**config.mk**
```make
export PLATFORM = sky130hd
export DESIGN_NAME = fsp_root
export DESIGN_NICKNAME = d
export VERILOG_FILES = /design/src/hw/rtl/fsp_pkg.sv /design/src/hw/rtl/fsp_root.sv
export SDC_FILE = /design/constraint.sdc
export NUM_CORES = 2
export LEC_CHECK = 0
export ABC_AREA = 1
export ABC_CLOCK_PERIOD_IN_PS = 4100
export BUFFER_PORTS_ARGS = -buffer_cell sky130_fd_sc_hd__buf_4
export CAP_MARGIN = 20
export CORE_ASPECT_RATIO = 0.7
export CORE_MARGIN = 2
export CORE_UTILIZATION = 24
export DETAILED_ROUTE_END_ITERATION = 12
export PLACE_DENSITY_LB_ADDON = 0.08
export SYNTH_ARGS = -nofsm -noshare
export SYNTH_HDL_FRONTEND = slang
export SYNTH_SLANG_ARGS = --single-unit
```
**constraint.sdc**
```tcl
create_clock -name aclk -period 4.1 [get_ports aclk]
set_clock_uncertainty 0.2 [all_clocks]
set_input_delay 0.615 -clock aclk [delete_from_list [all_inputs] [get_ports aclk]]
set_output_delay 0.615 -clock aclk [all_outputs]
set_load 0.1 [all_outputs]
```
**src/hw/rtl/fsp_pkg.sv**
```systemverilog
`timescale 1ns / 1ps
// ============================================================================
// fsp_pkg
// Shared constants, types and tables for the Fibonacci sphere point core.
// ============================================================================
package fsp_pkg;

    localparam int INDEX_BITS_DEF = 16;
    localparam int COORD_BITS_DEF = 16;
    localparam int COUNT_RESET    = 2;

    // Q30 fixed point
    localparam int Q_FRAC = 30;
    localparam logic [31:0] ONE_Q30 = 32'h4000_0000;

    // golden turn fraction in Q32, pi in Q30
    localparam logic [31:0] GOLDEN_TURN = 32'h61C8_8647;
    localparam logic [31:0] PI_Q30      = 32'd3373259426;

    // angle, series term and running sum widths
    localparam int ANG_W  = 31;
    localparam int TERM_W = 32;
    localparam int SUM_W  = 34;

    // pipelined divider / square root / series depth
    localparam int DIV_STEPS    = 32;
    localparam int RAD_W        = 62;
    localparam int ROOT_W       = 31;
    localparam int ROOT_STEPS   = RAD_W / 2;
    localparam int SERIES_STEPS = 8;
    localparam int SERIES_LAT   = 4 * SERIES_STEPS + 1;

    typedef enum logic {
        SERIES_SIN,
        SERIES_COS
    } series_kind_t;

    // divisors of successive series terms and floor(2^32 / divisor)
    localparam logic [8:0] SIN_DIV [1:SERIES_STEPS] =
        '{9'd6, 9'd20, 9'd42, 9'd72, 9'd110, 9'd156, 9'd210, 9'd272};
    localparam logic [8:0] COS_DIV [1:SERIES_STEPS] =
        '{9'd2, 9'd12, 9'd30, 9'd56, 9'd90, 9'd132, 9'd182, 9'd240};
    localparam logic [31:0] SIN_RCP [1:SERIES_STEPS] =
        '{32'd715827882, 32'd214748364, 32'd102261126, 32'd59652323,
          32'd39045157, 32'd27531841, 32'd20452225, 32'd15790320};
    localparam logic [31:0] COS_RCP [1:SERIES_STEPS] =
        '{32'd2147483648, 32'd357913941, 32'd143165576, 32'd76695844,
          32'd47721858, 32'd32537631, 32'd23598721, 32'd17895697};

endpackage

```
**src/hw/rtl/fsp_root.sv**
```systemverilog
`timescale 1ns / 1ps
// ============================================================================
// fsp_root
// Pipelined restoring integer square root, one result bit per stage.
// ============================================================================
module fsp_root
    import fsp_pkg::*;
(
    input  logic              aclk,
    input  logic              adv,
    input  logic [RAD_W-1:0]  rad_in,
    output logic [ROOT_W-1:0] root_out
);

    localparam int REM_W = 34;

    logic [REM_W-1:0]  rem_reg [1:ROOT_STEPS];
    logic [ROOT_W-1:0] res_reg [1:ROOT_STEPS];
    logic [RAD_W-1:0]  rad_reg [1:ROOT_STEPS];

    for (genvar s = 1; s <= ROOT_STEPS; s++) begin : g_step
        logic [REM_W-1:0]  rem_i, cur, trial;
        logic [ROOT_W-1:0] res_i;
        logic [RAD_W-1:0]  rad_i;
        logic              take;

        if (s == 1) begin : g_first
            assign rem_i = '0;
            assign res_i = '0;
            assign rad_i = rad_in;
        end else begin : g_next
            assign rem_i = rem_reg[s-1];
            assign res_i = res_reg[s-1];
            assign rad_i = rad_reg[s-1];
        end

        assign cur   = {rem_i[REM_W-3:0], rad_i[RAD_W-1-2*(s-1) -: 2]};
        assign trial = REM_W'({res_i, 2'b01});
        assign take  = cur >= trial;

        always_ff @(posedge aclk) begin
            if (adv) begin
                rem_reg[s] <= take ? cur - trial : cur;
                res_reg[s] <= {res_i[ROOT_W-2:0], take};
                rad_reg[s] <= rad_i;
            end
        end
    end

    assign root_out = res_reg[ROOT_STEPS];

endmodule

```
==> results.md <==
* Status: finished, final reports clean
* Die Span Y at 616.9 um
* Average wire per standard cell at approximately 19 um
* Hold wc startpoint: rad_in[0]
* Worst r2r path cells at 14
* DP HPWL at 332500 um
* Syn-to-layout area delta at 15.90%
* PortBufs at 94
* Antenna Violating Nets Remaining at 0
* Reg clk slew, reported paths at around 0.06 ns
* Final hold violations at 0
* Sequential Area at 70240 sq um
* Most used cell, CP: nand2_1
* Total detailed-routing wirelength at between 400000 and 500000 um
* Initial antenna violation count at 17
* Capturing point of the worst reg2reg path: rem_reg[0][480]
* Setup crit start kind: register
* TritonRoute pass-1 iters at 8
* Final slew viol count at 0
* Fmax at ~280 MHz
* Maxcap violations at 0
* Seq/Total Area, Yosys at a little over half
* Power Density at between 500 and 600 nW/um^2
* Multi-input logic area at 47760 sq um
* Tcrit/Tclk final at roughly 89%
* Setup ws final at roughly 0.47 ns
* R2r startpoint: res_reg[0][406]
* Hold depth at 2
* IO Count at 95
* Deepest clock path buffer count at 4
* R2r setup slk at 0.47 ns
* GPL Wtd Cong at about 0.87
* Grt total ovfl at 0
* Worst skew pair latency at ~0.98 ns
* Share of layout cells above drive strength 1 at under 10%
* Net Count, Synth at 15530
* Worst path bufs/invs at 5
* CP delay by family, top: simple AND/OR/NAND/NOR gates
* Vias in the first global route at between 90000 and 100k
* Yosys reg bits at 2339
* DR DRC count at 0
* Die ar. at 542700 sq um
* DR iter-0 viols at 8780
* CTS tree: yes
* Setup TNS at 0 ns
* CP Class: reg2reg
* CTS Sinks at 2339
* Post-synthesis cell count at roughly 15000
* Min cycle time layout at around 3.6 ns
* CP Data Arrival Time at between 4 and 5 ns
* Worst setup EP type: register
* Die W at 879.6 um
* Critical-path top delay cell: o21ai_0
* Synthesized area at 128800 sq um
* Core area at 535500 sq um
* Netlist cell types at 53
* GR Util All Layers at between 15 and 20%
* First-pass GRT wire length at 626800 um
* Number of cells on the critical path at 14
* Critical Path Max Stage Delay at roughly 0.73 ns
* CTS buffer count at roughly 280
* Critical Path End: rem_reg[0][480]
* Finish-stage setup viols at 0
* Synth Area in Adders at 5.129%
* Avg Inst Size Synth at about 8.6 sq um
* Largest net degree at the start of global routing at 90
* Fill count at roughly 58000
* Mux cell area share after synthesis at 0%
* Vias at around 97000
* CP required at ~4.5 ns
* Crit. Startpoint: res_reg[0][406]
* Core Rows at between 200 and 250
* RSZ-0062 raised after global routing: no
* Critical path, cell by cell: inv_1 > ha_1 > nand2_1 > inv_1 > nand3b_1 > nand3_2 > nand2_1 > nand2_1 > nand2_1 > nand3_1 > buf_4 > inv_1 > buf_4 > o21ai_0
* Rel. slew slack at between 30% and 40%
* Simple-Gate Fraction of Synth Area at around 26%
* Largest family of logic cells by synthesized area: simple AND/OR/NAND/NOR gates
* Leak Pwr at between 60 and 70 nW
* Slew @ Worst Pin at just over 0.9 ns
* NumNets Final at 16010
* Root Buffer: clkbuf_16
* Initial Utilization at about a quarter
* CP max FO at 25
* Hold WC Path Type: in2reg
* Synth Area in Compound Gates at 3.756%
* Hold WS at between 0.15 and 0.2 ns
* Synth Area in XOR/XNOR at between 2 and 3%
* Synth warn at 0
* Max H-tree Level at 5
* Max reg flops at just over 900
* Via-per-instance ratio at 4.276
* Peak VDD IR at approximately 0.32 mV
* Dpl ws at between 0.6 and 0.7 ns
[worst min path at each step]
stage,end,slack [ns]
after floorplan,rad_reg[0][124],0.20
after global placement,rad_reg[0][476],0.20
after detailed placement,rad_reg[0][161],0.20
after CTS,rad_reg[0][120],0.04
after global routing,rad_reg[0][65],0.08
final,rad_reg[0][62],0.17
[Yosys cell counts, drive strengths merged]
| master | n | area [sq um] |
|---|---|---|
| xnor2 | 102 | 893.4 |
| edfxtp | 2339 | 70240 |
| a21boi | 8 | 78.83 |
| buf | 117 | 780.8 |
| or2 | 34 | 212.7 |
| and3 | 22 | 137.6 |
| o21ai | 258 | 1306 |
| and2 | 42 | 262.8 |
| ha | 528 | 6606 |
| inv | 2664 | 10000 |
| o21a | 5 | 37.54 |
| nor4 | 25 | 171.4 |
| nand3b | 143 | 1074 |
| nor2b | 2 | 12.51 |
| o21bai | 40 | 300.3 |
| a31o | 1 | 8.760 |
| xor2 | 280 | 2452 |
| a211oi | 1 | 7.510 |
| nor3b | 9 | 72.57 |
| nand2 | 5269 | 19840 |
| nand2b | 4 | 25.02 |
| nand3 | 822 | 4187 |
| o211ai | 4 | 30.03 |
| a21o | 6 | 45.04 |
| nand4 | 213 | 1333 |
| nor3 | 198 | 1026 |
| clkbuf | 10 | 40.04 |
| nor2 | 1194 | 4577 |
| a21oi | 589 | 2993 |
| conb | 1 | 3.750 |
| a31oi | 4 | 31.28 |
| nor4b | 3 | 26.28 |
[placed cells by master, fill, tap and decap left out, types with 28 or more instances in the layout]
cell type / Yosys / routed
bufinv_16: 0 / 28
edfxtp_1: 2339 / 2339
nor2_1: 1168 / 1166
nand2_1: 5252 / 5252
nor3_1: 191 / 191
clkbuf_16: 0 / 285
inv_1: 2643 / 2643
o21ai_0: 235 / 235
o21bai_1: 40 / 40
nand4_1: 213 / 213
xor2_1: 280 / 280
clkbuf_1: 8 / 54
clkinv_1: 0 / 65
dlygate4sd3_1: 0 / 64
and2_1: 42 / 42
or2_2: 34 / 34
a21oi_1: 581 / 581
ha_1: 528 / 528
buf_4: 33 / 224
xnor2_1: 102 / 102
buf_12: 0 / 36
clkinv_2: 0 / 38
nand3b_1: 143 / 143
nand3_1: 809 / 809
[what timing repair did]
item | in CTS | in global routing
setup buffers | 0 | 0
gates resized for setup | 0 | 0
hold endpoints to repair | 78 | 0
hold buffers | 64 | 0
[worst reg2reg max path: stages, from the launching register on]
cell and delay [ns]:
edfxtp_1 0.55, inv_1 0.08, ha_1 0.39, nand2_1 0.10, inv_1 0.08, nand3b_1 0.10
nand3_2 0.14, nand2_1 0.06, nand2_1 0.12, nand2_1 0.13, nand3_1 0.09, buf_4 0.21
inv_1 0.08, buf_4 0.24, o21ai_0 0.74
[per-stage QoR]
step / utilization, % / power, mW / cell area (sq um) / std cells
5_1_grt: 27.88 / 80.77 / 149300 / 22800
2_1_floorplan: - / 43.23 / 128800 / 14940
3_5_place_dp: 26.03 / 50.59 / 139400 / 22220
6_report: 27.88 / 75.95 / 149300 / 22800
3_3_place_gp: 26.03 / 50.79 / 139400 / 22220
4_1_cts: 27.88 / 77.17 / 149300 / 22800
[metal layers]
layer  up-vias  wire, um  global-route usage [%]
met5         -        11                       0
met4         2      6715                   2.520
met3       391     27640                   2.770
met2      2344    151800                   19.50
met1     45670    236500                   25.66
li1      49080         -                       -
[report_power, final]
part / leakage (nW) / internal, mW / total, mW / switching [mW]
clock: 4.48 / 14.7 / 25.7 / 11.0
combinational: 39.9 / 5.59 / 18.3 / 12.7
sequential: 22.5 / 29.8 / 31.9 / 2.14
total: 66.8 / 50.1 / 76.0 / 25.9
[cell families after synthesis]
logic type | after synthesis
AO/OA/AOI/OAI | 916
adder cells (fa/ha/maj) | 528
AND/OR/NAND/NOR | 7980
flip-flops | 2339
other | 1
buffers and inverters | 2791
XOR/XNOR | 382
[cell type report]
| cell class | count | area share, % |
|---|---|---|
| Clock inverter | 172 | 1.292 |
| Timing Repair Buffer | 325 | 2.057 |
| Sequential cell | 2339 | 47.05 |
| Clock buffer | 339 | 4.913 |
| Inverter | 2664 | 6.700 |
| Tap cell | 7150 | 5.992 |
| Multi-Input combinational cell | 9807 | 31.99 |
| Antenna cell | 5 | 0.008381 |
Note: power is estimated with default switching activity, not from simulation.
